File: src/hw/rtl/llrs_pkg.sv
// ============================================================================
// llrs_pkg: shared types and constants for the replica selector
// Payload structs, command classes, opcodes, status codes and back-end states.
// ============================================================================
package llrs_pkg;

  localparam int unsigned NODES_DEF     = 16;
  localparam int unsigned NODE_W        = 4;
  localparam int unsigned CNT_W         = 16;
  localparam int unsigned REPLICAS      = 3;
  localparam int unsigned Q_DEPTH       = 2;
  localparam logic [CNT_W-1:0] SAT_VAL       = 16'hFFFF;
  localparam logic [CNT_W-1:0] TIMEOUT_RESET = 16'd1500;

  localparam logic [2:0] OP_PLACE     = 3'd0;
  localparam logic [2:0] OP_FAILOVER  = 3'd1;
  localparam logic [2:0] OP_RECOVER   = 3'd2;
  localparam logic [2:0] OP_HEARTBEAT = 3'd3;
  localparam logic [2:0] OP_TICK      = 3'd4;

  localparam logic [1:0] ST_OK      = 2'd0;
  localparam logic [1:0] ST_REJECT  = 2'd1;
  localparam logic [1:0] ST_NO_LIVE = 2'd2;

  typedef struct packed {
    logic [2:0]        opcode;
    logic [NODE_W-1:0] node;
  } in_t;

  typedef struct packed {
    logic [1:0]        status;
    logic [NODE_W-1:0] replica_first;
    logic [NODE_W-1:0] replica_second;
    logic [NODE_W-1:0] replica_third;
  } out_t;

  typedef enum logic [2:0] {
    K_PLACE,
    K_FAIL,
    K_RECOVER,
    K_HEART,
    K_TICK,
    K_REJECT
  } cmd_kind_t;

  typedef struct packed {
    cmd_kind_t         kind;
    logic [NODE_W-1:0] node;
  } cmd_t;

  typedef enum logic [1:0] {
    BK_IDLE,
    BK_PSCAN,
    BK_PINC,
    BK_TSCAN
  } bk_state_t;

endpackage

File: src/hw/rtl/llrs_front.sv
// ============================================================================
// llrs_front: command intake and classification
// Accepts a command when the queue has room and turns it into a command
// class, rejecting bad node numbers and unknown opcodes up front.
// ============================================================================
module llrs_front #(
  parameter int unsigned NODES = llrs_pkg::NODES_DEF
) (
  input  logic              start,
  input  llrs_pkg::in_t     in_data,
  input  logic              q_full,
  output logic              busy,
  output logic              push,
  output llrs_pkg::cmd_t    cmd
);

  logic node_ok;

  assign busy    = q_full;
  assign push    = start && !q_full;
  assign node_ok = (in_data.node != '0) && (32'(in_data.node) < NODES);

  always_comb begin
    cmd.node = in_data.node;
    unique case (in_data.opcode)
      llrs_pkg::OP_PLACE:     cmd.kind = llrs_pkg::K_PLACE;
      llrs_pkg::OP_FAILOVER:  cmd.kind = node_ok ? llrs_pkg::K_FAIL : llrs_pkg::K_REJECT;
      llrs_pkg::OP_RECOVER:   cmd.kind = node_ok ? llrs_pkg::K_RECOVER : llrs_pkg::K_REJECT;
      llrs_pkg::OP_HEARTBEAT: cmd.kind = node_ok ? llrs_pkg::K_HEART : llrs_pkg::K_REJECT;
      llrs_pkg::OP_TICK:      cmd.kind = llrs_pkg::K_TICK;
      default:                cmd.kind = llrs_pkg::K_REJECT;
    endcase
  end

endmodule

File: src/hw/rtl/llrs_fifo.sv
// ============================================================================
// llrs_fifo: command queue between front and back
// Small register queue of classified commands; head is shown combinationally.
// ============================================================================
module llrs_fifo (
  input  logic           clk,
  input  logic           rst_n,
  input  logic           push,
  input  llrs_pkg::cmd_t din,
  input  logic           pop,
  output llrs_pkg::cmd_t dout,
  output logic           full,
  output logic           empty
);

  localparam int unsigned DEPTH = llrs_pkg::Q_DEPTH;
  localparam int unsigned PW    = (DEPTH > 1) ? $clog2(DEPTH) : 1;
  localparam int unsigned CW    = $clog2(DEPTH + 1);
  localparam logic [PW-1:0] LAST = PW'(DEPTH - 1);

  llrs_pkg::cmd_t  mem_r [DEPTH];
  logic [PW-1:0]   wr_ptr_r, wr_ptr_nxt;
  logic [PW-1:0]   rd_ptr_r, rd_ptr_nxt;
  logic [CW-1:0]   cnt_r, cnt_nxt;
  logic            do_push, do_pop;

  assign full    = (cnt_r == CW'(DEPTH));
  assign empty   = (cnt_r == '0);
  assign dout    = mem_r[rd_ptr_r];
  assign do_push = push && !full;
  assign do_pop  = pop && !empty;

  always_comb begin
    wr_ptr_nxt = wr_ptr_r;
    rd_ptr_nxt = rd_ptr_r;
    cnt_nxt    = cnt_r;
    if (do_push) begin
      wr_ptr_nxt = (wr_ptr_r == LAST) ? '0 : wr_ptr_r + 1'b1;
    end
    if (do_pop) begin
      rd_ptr_nxt = (rd_ptr_r == LAST) ? '0 : rd_ptr_r + 1'b1;
    end
    if (do_push && !do_pop) begin
      cnt_nxt = cnt_r + 1'b1;
    end else if (do_pop && !do_push) begin
      cnt_nxt = cnt_r - 1'b1;
    end
  end

  always_ff @(posedge clk) begin
    if (!rst_n) begin
      wr_ptr_r <= '0;
      rd_ptr_r <= '0;
      cnt_r    <= '0;
    end else begin
      wr_ptr_r <= wr_ptr_nxt;
      rd_ptr_r <= rd_ptr_nxt;
      cnt_r    <= cnt_nxt;
    end
  end

  always_ff @(posedge clk) begin
    if (do_push) begin
      mem_r[wr_ptr_r] <= din;
    end
  end

endmodule

File: src/hw/rtl/llrs_back.sv
// ============================================================================
// llrs_back: command execution engine
// Holds node state, scans the load and age memories for place and tick,
// applies single-node commands at dispatch and drives the result strobe.
// ============================================================================
module llrs_back #(
  parameter int unsigned NODES = llrs_pkg::NODES_DEF
) (
  input  logic                        clk,
  input  logic                        rst_n,
  input  logic                        q_empty,
  input  llrs_pkg::cmd_t              q_head,
  output logic                        q_pop,
  input  logic                        cfg_valid,
  input  logic [llrs_pkg::CNT_W-1:0]  cfg_data,
  output logic                        out_valid,
  output llrs_pkg::out_t              out_data
);

  localparam int unsigned IDX_W = (NODES > 1) ? $clog2(NODES) : 1;
  localparam int unsigned CW    = llrs_pkg::CNT_W;
  localparam int unsigned RP    = llrs_pkg::REPLICAS;
  localparam int unsigned KW    = $clog2(RP);
  localparam logic [IDX_W-1:0] LAST  = IDX_W'(NODES - 1);
  localparam logic [IDX_W-1:0] FIRST = IDX_W'(1);

  llrs_pkg::bk_state_t state_r, state_nxt;

  logic [CW-1:0]    load_mem [NODES];
  logic [CW-1:0]    age_mem  [NODES];

  logic [NODES-1:0] failed_r, failed_nxt;
  logic [NODES-1:0] heard_r, heard_nxt;
  logic [NODES-1:0] lvld_r, lvld_nxt;
  logic [NODES-1:0] avld_r, avld_nxt;

  logic [CW-1:0]    timeout_r;

  logic [IDX_W-1:0] addr_r, addr_nxt;
  logic             issued_r, issued_nxt;
  logic             pv_r, pv_nxt;
  logic [IDX_W-1:0] pidx_r;
  logic [CW-1:0]    load_rd_r, age_rd_r;
  logic             lvq_r, avq_r;

  logic [RP-1:0]    bh_r, bh_nxt;
  logic [IDX_W-1:0] bi_r [RP];
  logic [IDX_W-1:0] bi_nxt [RP];
  logic [CW-1:0]    bv_r [RP];
  logic [CW-1:0]    bv_nxt [RP];
  logic [KW-1:0]    k_r, k_nxt;

  logic             out_valid_r, out_valid_nxt;
  llrs_pkg::out_t   out_r, out_nxt;

  logic             lwe, awe;
  logic [IDX_W-1:0] lwaddr, awaddr;
  logic [CW-1:0]    lwdata, awdata;
  logic             issue;
  logic [IDX_W-1:0] n;
  logic [CW-1:0]    lval, aval, nage;
  logic [RP-1:0]    lt;

  assign out_valid = out_valid_r;
  assign out_data  = out_r;
  assign n         = IDX_W'(q_head.node);
  assign lval      = lvq_r ? load_rd_r : '0;
  assign aval      = avq_r ? age_rd_r : '0;
  assign nage      = (aval == llrs_pkg::SAT_VAL) ? aval : aval + 1'b1;

  always_comb begin
    for (int k = 0; k < RP; k++) begin
      lt[k] = !bh_r[k] || (lval < bv_r[k]);
    end
  end

  always_comb begin
    state_nxt     = state_r;
    failed_nxt    = failed_r;
    heard_nxt     = heard_r;
    lvld_nxt      = lvld_r;
    avld_nxt      = avld_r;
    addr_nxt      = addr_r;
    issued_nxt    = issued_r;
    bh_nxt        = bh_r;
    bi_nxt        = bi_r;
    bv_nxt        = bv_r;
    k_nxt         = k_r;
    out_valid_nxt = 1'b0;
    out_nxt       = out_r;
    q_pop         = 1'b0;
    issue         = 1'b0;
    lwe           = 1'b0;
    lwaddr        = bi_r[k_r];
    lwdata        = (bv_r[k_r] == llrs_pkg::SAT_VAL) ? bv_r[k_r] : bv_r[k_r] + 1'b1;
    awe           = 1'b0;
    awaddr        = pidx_r;
    awdata        = nage;

    unique case (state_r)
      llrs_pkg::BK_IDLE: begin
        if (!q_empty) begin
          q_pop   = 1'b1;
          out_nxt = '0;
          unique case (q_head.kind)
            llrs_pkg::K_PLACE: begin
              state_nxt  = llrs_pkg::BK_PSCAN;
              addr_nxt   = FIRST;
              issued_nxt = 1'b0;
              bh_nxt     = '0;
            end
            llrs_pkg::K_TICK: begin
              state_nxt  = llrs_pkg::BK_TSCAN;
              addr_nxt   = FIRST;
              issued_nxt = 1'b0;
            end
            llrs_pkg::K_FAIL: begin
              out_valid_nxt = 1'b1;
              if (failed_r[n]) begin
                out_nxt.status = llrs_pkg::ST_REJECT;
              end else begin
                failed_nxt[n] = 1'b1;
                lvld_nxt[n]   = 1'b0;
              end
            end
            llrs_pkg::K_RECOVER: begin
              out_valid_nxt = 1'b1;
              if (!failed_r[n]) begin
                out_nxt.status = llrs_pkg::ST_REJECT;
              end else begin
                failed_nxt[n] = 1'b0;
              end
            end
            llrs_pkg::K_HEART: begin
              out_valid_nxt = 1'b1;
              heard_nxt[n]  = 1'b1;
              avld_nxt[n]   = 1'b0;
              failed_nxt[n] = 1'b0;
            end
            default: begin
              out_valid_nxt  = 1'b1;
              out_nxt.status = llrs_pkg::ST_REJECT;
            end
          endcase
        end
      end

      llrs_pkg::BK_PSCAN, llrs_pkg::BK_TSCAN: begin
        issue = !issued_r;
        if (issue) begin
          addr_nxt = addr_r + 1'b1;
          if (addr_r == LAST) begin
            issued_nxt = 1'b1;
            addr_nxt   = FIRST;
          end
        end
        if (pv_r && state_r == llrs_pkg::BK_PSCAN && !failed_r[pidx_r]) begin
          for (int k = 0; k < RP; k++) begin
            if (lt[k]) begin
              if (k == 0 || !lt[(k == 0) ? 0 : k - 1]) begin
                bh_nxt[k] = 1'b1;
                bi_nxt[k] = pidx_r;
                bv_nxt[k] = lval;
              end else begin
                bh_nxt[k] = bh_r[(k == 0) ? 0 : k - 1];
                bi_nxt[k] = bi_r[(k == 0) ? 0 : k - 1];
                bv_nxt[k] = bv_r[(k == 0) ? 0 : k - 1];
              end
            end
          end
        end
        if (pv_r && state_r == llrs_pkg::BK_TSCAN && heard_r[pidx_r]) begin
          awe              = 1'b1;
          avld_nxt[pidx_r] = 1'b1;
          if (nage > timeout_r) begin
            heard_nxt[pidx_r]  = 1'b0;
            failed_nxt[pidx_r] = 1'b1;
          end
        end
        if (issued_r && !pv_r) begin
          if (state_r == llrs_pkg::BK_TSCAN) begin
            state_nxt      = llrs_pkg::BK_IDLE;
            out_valid_nxt  = 1'b1;
            out_nxt.status = llrs_pkg::ST_OK;
          end else if (!bh_r[0]) begin
            state_nxt      = llrs_pkg::BK_IDLE;
            out_valid_nxt  = 1'b1;
            out_nxt.status = llrs_pkg::ST_NO_LIVE;
          end else begin
            state_nxt = llrs_pkg::BK_PINC;
            k_nxt     = '0;
          end
        end
      end

      llrs_pkg::BK_PINC: begin
        if (bh_r[k_r]) begin
          lwe              = 1'b1;
          lvld_nxt[lwaddr] = 1'b1;
        end
        if (k_r == KW'(RP - 1)) begin
          state_nxt              = llrs_pkg::BK_IDLE;
          out_valid_nxt          = 1'b1;
          out_nxt.status         = llrs_pkg::ST_OK;
          out_nxt.replica_first  = bh_r[0] ? llrs_pkg::NODE_W'(bi_r[0]) : '0;
          out_nxt.replica_second = bh_r[1] ? llrs_pkg::NODE_W'(bi_r[1]) : '0;
          out_nxt.replica_third  = bh_r[2] ? llrs_pkg::NODE_W'(bi_r[2]) : '0;
        end else begin
          k_nxt = k_r + 1'b1;
        end
      end

      default: begin
        state_nxt = llrs_pkg::BK_IDLE;
      end
    endcase

    pv_nxt = issue;
  end

  always_ff @(posedge clk) begin
    if (!rst_n) begin
      state_r     <= llrs_pkg::BK_IDLE;
      failed_r    <= '0;
      heard_r     <= '0;
      lvld_r      <= '0;
      avld_r      <= '0;
      timeout_r   <= llrs_pkg::TIMEOUT_RESET;
      addr_r      <= FIRST;
      issued_r    <= 1'b0;
      pv_r        <= 1'b0;
      bh_r        <= '0;
      k_r         <= '0;
      out_valid_r <= 1'b0;
    end else begin
      state_r     <= state_nxt;
      failed_r    <= failed_nxt;
      heard_r     <= heard_nxt;
      lvld_r      <= lvld_nxt;
      avld_r      <= avld_nxt;
      addr_r      <= addr_nxt;
      issued_r    <= issued_nxt;
      pv_r        <= pv_nxt;
      bh_r        <= bh_nxt;
      k_r         <= k_nxt;
      out_valid_r <= out_valid_nxt;
      if (cfg_valid) begin
        timeout_r <= cfg_data;
      end
    end
  end

  always_ff @(posedge clk) begin
    pidx_r <= addr_r;
    bi_r   <= bi_nxt;
    bv_r   <= bv_nxt;
    out_r  <= out_nxt;
  end

  // load count memory, entries read as zero until written (lvld)
  always_ff @(posedge clk) begin
    if (lwe) begin
      load_mem[lwaddr] <= lwdata;
    end
    load_rd_r <= load_mem[addr_r];
    lvq_r     <= lvld_r[addr_r];
  end

  // heartbeat age memory, entries read as zero until written (avld)
  always_ff @(posedge clk) begin
    if (awe) begin
      age_mem[awaddr] <= awdata;
    end
    age_rd_r <= age_mem[addr_r];
    avq_r    <= avld_r[addr_r];
  end

endmodule

File: src/hw/rtl/least_loaded_replica_selector.sv
// ============================================================================
// least_loaded_replica_selector: least loaded replica placement with timeout
// Tracks load, failure and heartbeat age per storage node and places chunks
// on up to three live nodes with the lowest load.
//
//   channel  ports                          transfer
//   -------  -----------------------------  -----------------------------
//   input    start, busy, in_data           start && !busy
//   result   out_valid, out_data            out_valid (one cycle strobe)
//   config   cfg_valid, cfg_ready, cfg_data cfg_valid && cfg_ready
//
// The back end applies failover, recover, heartbeat and rejects at dispatch;
// place runs dispatch, a scan of the load memory and one count write per
// replica; tick runs dispatch and a scan of the age memory. The back end
// takes a queued command once it is idle; the result strobe comes in the cycle after its last step.
// Reset is synchronous; node state reads as zero right after reset.
// busy is high while the two-entry queue is full; results cannot be stalled.
// ============================================================================
module least_loaded_replica_selector #(
  parameter int unsigned NODES = llrs_pkg::NODES_DEF
) (
  input  logic                        clk,
  input  logic                        rst_n,
  input  logic                        start,
  output logic                        busy,
  input  llrs_pkg::in_t               in_data,
  output logic                        out_valid,
  output llrs_pkg::out_t              out_data,
  input  logic                        cfg_valid,
  output logic                        cfg_ready,
  input  logic [llrs_pkg::CNT_W-1:0]  cfg_data
);

  logic           q_full, q_empty, q_push, q_pop;
  llrs_pkg::cmd_t q_din, q_head;

  assign cfg_ready = 1'b1;

  llrs_front #(
    .NODES (NODES)
  ) u_front (
    .start   (start),
    .in_data (in_data),
    .q_full  (q_full),
    .busy    (busy),
    .push    (q_push),
    .cmd     (q_din)
  );

  llrs_fifo u_fifo (
    .clk   (clk),
    .rst_n (rst_n),
    .push  (q_push),
    .din   (q_din),
    .pop   (q_pop),
    .dout  (q_head),
    .full  (q_full),
    .empty (q_empty)
  );

  llrs_back #(
    .NODES (NODES)
  ) u_back (
    .clk       (clk),
    .rst_n     (rst_n),
    .q_empty   (q_empty),
    .q_head    (q_head),
    .q_pop     (q_pop),
    .cfg_valid (cfg_valid && cfg_ready),
    .cfg_data  (cfg_data),
    .out_valid (out_valid),
    .out_data  (out_data)
  );

endmodule

File: config.mk
export PLATFORM = sky130hd
export DESIGN_NAME = least_loaded_replica_selector
export DESIGN_NICKNAME = d
export VERILOG_FILES = /design/src/hw/rtl/llrs_pkg.sv /design/src/hw/rtl/llrs_front.sv /design/src/hw/rtl/llrs_fifo.sv /design/src/hw/rtl/llrs_back.sv /design/src/hw/rtl/least_loaded_replica_selector.sv
export SDC_FILE = /design/constraint.sdc
export NUM_CORES = 1
export LEC_CHECK = 0
export BUFFER_PORTS_ARGS = -buffer_cell sky130_fd_sc_hd__buf_2
export CORE_MARGIN = 2
export CORE_UTILIZATION = 65
export DETAILED_ROUTE_END_ITERATION = 10
export PLACE_DENSITY = 0.91
export SLEW_MARGIN = 20
export SYNTH_ARGS = -nofsm -noshare
export SYNTH_HDL_FRONTEND = slang
export SYNTH_SLANG_ARGS = --single-unit
File: constraint.sdc
create_clock -name clk -period 7.6 [get_ports clk]
set_input_delay 1.14 -clock clk [delete_from_list [all_inputs] [get_ports clk]]
set_output_delay 1.14 -clock clk [all_outputs]
set_load 0.05 [all_outputs]
==> results of run 1 <==
report_power, final:
part,switching [mW],internal [mW]
clock network,1.54,1.98
registers,0.148,4.52
logic,0.918,0.488
per-stage QoR:
stage | setup WS [ns] | instance area [µm²] | instances
floorplan | 2.66 | 32000 | 2036
CTS | 0.960 | 35300 | 2799
finish | 0.448 | 35400 | 2801
global route | 0.487 | 35400 | 2800
global placement | 2.01 | 33000 | 2675
detailed placement | 1.29 | 33000 | 2675
cell families after synthesis:
| family | after synthesis | synth area share |
|---|---|---|
| flip-flops | 737 | 0.649 |
| AO/OA/AOI/OAI | 292 | 0.0659 |
| AND/OR/NAND/NOR | 438 | 0.0675 |
| XOR/XNOR | 26 | 0.00712 |
| adder cells (fa/ha/maj) | 71 | 0.0278 |
| multiplexers | 283 | 0.159 |
| buffers and inverters | 188 | 0.0232 |
| other | 1 | 0.000117 |
worst register-to-register path, stage by stage (launching register included):
cell and delay (ns):
dfxtp_1 0.76, nand2_1 0.23, inv_1 0.22, ha_1 0.24
nand3_1 0.21, nor4_1 0.59, nand4_1 0.53, nand4_1 0.46
xor2_1 0.91, ha_1 0.35, a21oi_1 0.12, o21ai_0 0.47
a22oi_1 0.17, a31oi_1 0.39, o221ai_2 0.51, a2111oi_1 0.63
mux2i_1 0.26
worst paths after layout:
kind                                              startpoint                endpoint  slack, ns  cells after the start
worst max register to register          u_back.avq_r$_DFF_P_                register       0.45                     16
worst max-delay path                    u_back.avq_r$_DFF_P_                register       0.45                     16
worst min register to register  u_back.issued_r$_SDFFE_PN0P_  u_back.pv_r$_SDFF_PN0_       0.47                      1
worst min-delay path            u_back.issued_r$_SDFFE_PN0P_  u_back.pv_r$_SDFF_PN0_       0.47                      1
placed cells by master (no fill, tap or decap), types with 22 or more instances in the layout:
cell type,count
inv_1,75
buf_2,42
nor2_2,27
mux4_2,176
mux2_2,44
buf_4,45
nor2_1,56
ha_1,71
a21oi_1,32
clkbuf_16,70
a21boi_1,33
nand2_1,127
edfxtp_1,600
nand3_1,58
nand4_1,22
and2_1,29
dfxtp_1,133
o21ai_0,68
nor2b_1,27
mux2i_1,59
layer usage:
| layer | vias up | share of wire |
|---|---|---|
| met5 | - | 0.00015 |
| met4 | 2 | 0.058 |
| met3 | 457 | 0.14 |
| met2 | 2042 | 0.47 |
| met1 | 10100 | 0.34 |
| li1 | 8044 | - |
registers in the layout, indices dropped and copies added (netlist names), 4 cells and up, named ones only:
name and cells:
u_back.load_mem 256, u_back.heard_r 16, u_back.addr_r 4, u_back.lvld_r 16, u_back.bi_r 12, u_back.age_mem 256, u_fifo.mem_r 14, u_back.bv_r 48
u_back.awaddr 4, u_back.out_data 14, u_back.timeout_r 16, u_back.age_rd_r 16, u_back.load_rd_r 16, u_back.avld_r 16
area by class of cell:
cell class                      count  area [µm²]
Antenna cell                        1        2.50
Timing Repair Buffer               89         571
Inverter                           75         282
Fill cell                        2578       13300
Clock inverter                     33         358
Tap cell                          664         831
Clock buffer                       91        1870
Sequential cell                   737       20800
Multi-Input combinational cell   1111       10800
==> out/qor.yml, run 1 <==
synth:
  synth_area_mm2: 0.0320
  yosysTopAreaCellShare: 0.563
  ys_warn_count: 0
  synth.area.top_cells: "edfxtp_1 56%, mux4_2 12%, dfxtp_1 8.6%, ha_1 2.8%, mux2i_1 1.9%"
  synth_top_flop_cell: "edfxtp_1"
  yosysMostFrequentCell: "edfxtp_1"
  synth_common_cells: "600 x edfxtp_1, 176 x mux4_2, 137 x dfxtp_1"
  yosys.area.top_type: "edfxtp_1"
  synth_seq_cells: 737
  synth_edf_count: 600
  syn_nets: 2134
  synth_cells: 2036
  async_reset_ff_frac: 0
  synth.distinct_cells: 76
  synth.avg_cell_area_um2: 15.7
  ys_seq_area_frac: 0.649
run:
  maxCapViolCount: 0
setup_path:
  arrival_ns: 7.69
  crit_fanout: 19
  cp_cell_sequence: "nand2_1 > inv_1 > ha_1 > nand3_1 > nor4_1 > nand4_1 > nand4_1 > xor2_1 > ha_1 > a21oi_1 > o21ai_0 > a22oi_1 > a31oi_1 > o221ai_2 > a2111oi_1 > mux2i_1"
  path_buf_inv: 1
  critPathKind: "reg -> reg"
  path_delay_family: "compound AO/OA/AOI/OAI gates"
  critical_path.max_stage_delay_ns: 0.91
  crit_path_end_kind: "register"
  cp.required_ns: 8.14
  crit_path_start_kind: "register"
  cp_slowest_cell: "xor2_1"
grt:
  use_met1: 0.451
  grt_antenna_before_repair: 2
  grt_max_degree: 112
  grt_use_met3: 0.0876
  grt_pass1_vias: 19800
  busiest_layer: "met2"
  grt_pass1_wl_um: 126000
  overflow: 0
  grt_usage: 0.338
  grtUsageMet2: 0.520
sta:
  worst_pin_slew_ns: 1.15
  setup_tns_ns: 0
  slew_headroom: 0.230
  clock.fmax_mhz: 140
  period_share: 0.941
  final-hold-violation-count: 0
  finalSetupViolations: 0
  fin_skew_ns: 0.0326
  maxSlewViolCount: 0
  rsz0062_at_grt: "false"
  min_period_ns: 7.15
  hold-worst-slack_ns: 0.474
detailed_routing:
  vias: 20600
  vias_per_cell: 7.36
  detail-route-antenna-nets: 0
  drc: 0
  drt_pass1_iterations: 6
  drt_iter0_markers: 3520
  routed_wl_um: 89000
  avgRoutedWirePerCell_um: 31.8
place:
  dp_hpwl_um: 48100
  gp_congestion: 0.942
  port-buffer-count: 42
layout:
  layout-drive-gt1-share: 0.233
  fin_util: 0.727
  nets: 2181
  area_delta_synth_final_pct: 10.8
floorplan:
  die_w_um: 226
  start_util: 0.656
  pin_count: 44
  core_area_mm2: 0.0487
  die_area_mm2: 0.0510
  die_h_um: 226
  row_count: 81
power_and_ir_drop:
  power_density_mw_per_mm2: 271
  fin_total_pwr_mw: 9.59
  p_leak_nw: 11.7
  vdd_drop_max_mv: 0.157
clock_tree:
  post_cts_buffers: 0
  htree_levels: 3
  cts_sinks: 737
  cts.repair.resized: 0
  cts_tree: "yes"
  hold_buffers: 0
  clockBufferDepth: 3
  cts_buffers: 69
  root_buffer: "clkbuf_16"
  clk_pin_slew_worst_paths_ns: 0.07
  worstSkewPairLatency_ns: 0.63
run_status:
  status: "finished clean"
worst_hold_path:
  hold_path.class: "reg -> reg"
(Power assumes the default switching activity.)
==> run 2, diff against run 1 <==
--- a/config.mk
+++ b/config.mk
@@ -11,3 +11,3 @@
 export DETAILED_ROUTE_END_ITERATION = 10
-export PLACE_DENSITY = 0.91
+export PLACE_DENSITY_LB_ADDON = 0.3
 export SLEW_MARGIN = 20
--- a/constraint.sdc
+++ b/constraint.sdc
@@ -3,2 +3,2 @@
 set_output_delay 1.14 -clock clk [all_outputs]
-set_load 0.05 [all_outputs]
+set_load 0.1 [all_outputs]
==> out/qor.yml, run 2 (synthesis results as in run 1) <==
layout:
  fill_cells: 2795  # +8.4%
  nets: 2195  # +0.64%
  multi_input_area_mm2: 0.0107  # -0.21%
  fin_util: 0.734  # +0.00634
  fin_area_mm2: 0.0358  # +0.87%
  most-common-layout-cells: "600 x edfxtp_1, 176 x mux4_2, 133 x dfxtp_1"
  final_common_cell: "edfxtp_1"
  regArea_mm2: 0.0208  # about the same
  top_regs: "u_back.age_mem (256), u_back.load_mem (256), u_back.bv_r (48)"
  area_delta_synth_final_pct: 11.8
  layout-drive-gt1-share: 0.238  # +0.00504
  antenna_cells: 0  # -1
detailed_routing:
  drc: 0  # unchanged
  drt_pass1_iterations: 6  # unchanged
  vias_per_cell: 6.78  # -7.8%
  routed_wl_um: 77900  # -12%
  drt_iter0_markers: 2375  # -33%
  avgRoutedWirePerCell_um: 27.6  # -13%
  vias: 19100  # -7.2%
  detail-route-antenna-nets: 0  # unchanged
power_and_ir_drop:
  fin_total_pwr_mw: 9.91  # +3.3%
  power_switching_share: 0.279  # +0.00756
  p_leak_nw: 11.9  # +1.4%
  internal_power_mw: 7.14  # +2.2%
  pwr-share-comb: 0.157  # +0.010
  p_sw_mw: 2.77  # +6.1%
  vdd_drop_max_mv: 0.174  # +11%
  clkPwrFrac: 0.375  # +0.008
  seqPwrFrac: 0.469  # -0.017
  power_density_mw_per_mm2: 277  # +2.4%
place:
  gp_congestion: 0.894  # -5.0%
  dp_slack_ns: 1.35  # +0.0593 ns
  port-buffer-count: 42  # unchanged
  place_area_mm2: 0.0331  # +0.17%
  dp_hpwl_um: 44200  # -8.0%
setup_path:
  arrival_ns: 6.82  # -0.87 ns
  cp_cell_sequence: "nand2_1 > inv_1 > ha_1 > nand3_1 > nor4_1 > nand4_1 > nor2b_1 > nand2_1 > nor4_1 > xnor2_2 > ha_1 > nand4_1 > a2111o_1 > a31oi_1 > o221ai_4 > a2111oi_1 > mux2i_1"
  cp_slowest_cell: "dfxtp_1"
  critical_path.max_stage_delay_ns: 0.71  # -0.20 ns
  worst_r2r_path_depth: 17  # +1
  crit_path_end_kind: "register"
  critPathKind: "reg -> reg"
  cp.required_ns: 8.14  # about the same
  crit_fanout: 19  # unchanged
  crit_path_start_kind: "register"
sta:
  finalSetupViolations: 0  # unchanged
  period_share: 0.827  # -0.114
  final-hold-violation-count: 0  # unchanged
  maxSlewViolCount: 0  # unchanged
  slew_headroom: 0.277  # +0.0468
  postLayoutSetupSlackWorst_ns: 1.32  # +0.869 ns
  clock.fmax_mhz: 159  # +14%
  fin_skew_ns: 0.0327  # +0.0000241 ns
  worst_pin_slew_ns: 1.08  # -0.0729 ns
  setup_tns_ns: 0  # unchanged
  rsz0062_at_grt: "false"
  min_period_ns: 6.28  # -0.869 ns
floorplan:
  pin_count: 44  # unchanged
  die_area_mm2: 0.0510  # unchanged
  die_w_um: 226  # unchanged
  row_count: 81  # unchanged
  die_h_um: 226  # unchanged
  core_area_mm2: 0.0487  # unchanged
  start_util: 0.656  # unchanged
clock_tree:
  cts_buffers: 76  # +10%
  cts_sinks: 737  # unchanged
  worstSkewPairLatency_ns: 0.63  # about the same
  clockBufferDepth: 3  # unchanged
  post_cts_buffers: 0  # unchanged
  hold_buffers: 0  # unchanged
  clk_pin_slew_worst_paths_ns: 0.06  # about the same
  cts.repair.resized: 0  # unchanged
  htree_levels: 3  # unchanged
  cts_tree: "yes"
  root_buffer: "clkbuf_16"
grt:
  grt_antenna_before_repair: 1  # -1
  overflow: 0  # unchanged
  grt_usage: 0.312  # -0.0265
  grt_pass1_wl_um: 118000  # -6.5%
  grt_max_degree: 127  # +13%
  grt_pass1_vias: 19100  # -3.3%
worst_hold_path:
  min_delay_path_depth: 2  # +1
  hold_path.class: "reg -> reg"
run:
  maxCapViolCount: 0  # unchanged
run_status:
  status: "finished clean"
==> run 2: changes by cell type in the layout (fill, tap and decap cells not counted), moves of 2 or more <==
cell,delta
clkinv_16,+2
nor2_4,-7
clkinv_1,+3
buf_6,-2
buf_4,+7
nor2_2,+7
clkbuf_16,+7
clkinvlp_4,+2
clkbuf_1,+2
inv_6,-3
==> run 2: path summary, 6_finish.rpt <==
kind              slack (ns)                          start                            end
setup reg to reg        1.32           u_back.avq_r$_DFF_P_                       register
setup / recovery        1.32           u_back.avq_r$_DFF_P_                       register
hold reg to reg         0.47  u_back.avld_r[7]$_SDFFE_PN0P_  u_back.avld_r[7]$_SDFFE_PN0P_
hold / removal          0.47  u_back.avld_r[7]$_SDFFE_PN0P_  u_back.avld_r[7]$_SDFFE_PN0P_
==> run 2: power by group through the flow <==
stage / Combinational (mW) / Clock [mW] / Sequential, mW
after floorplan: 0.933 / 0 / 4.94
after global placement: 1.46 / 0 / 4.72
after detailed placement: 1.50 / 0 / 4.72
after CTS: 1.51 / 3.74 / 4.64
after global routing: 1.64 / 3.88 / 4.66
final: 1.55 / 3.71 / 4.64
==> run 2: metal layers <==
metal,wire [µm],part of all wire,GRT usage,up-vias
li1,-,-,-,8081
met1,30300,0.39,0.436,9677
met2,37500,0.48,0.497,1178
met3,7450,0.096,0.0627,198
met4,2620,0.034,0.106,0
met5,0,0,0,-
==> run 2: area by class of cell <==
cell class / count / share of cell area
inverters: 75 / 0.00787
multi-input cells: 1111 / 0.300
clock inverters: 39 / 0.0120
well taps: 664 / 0.0232
repair buffers: 96 / 0.0181
clock buffers: 100 / 0.0574
flip-flops and latches: 737 / 0.581
==> run 2: per-stage QoR <==
stage          std cells  hold slack (ns)
5_1_grt             2822            0.501
3_3_place_gp        2682            0.446
6_report            2822            0.471
4_1_cts             2821            0.472
2_1_floorplan       2036            0.329
3_5_place_dp        2682            0.465
==> run 2: critical path: cells and delay by family (launching register included) <==
| family | cells | cell delay, ns |
|---|---|---|
| buffers and inverters | 1 | 0.15 |
| AND/OR/NAND/NOR | 8 | 2.11 |
| flip-flops | 1 | 0.71 |
| multiplexers | 1 | 0.26 |
| AO/OA/AOI/OAI | 4 | 1.87 |
| XOR/XNOR | 1 | 0.63 |
| adder cells (fa/ha/maj) | 2 | 0.46 |
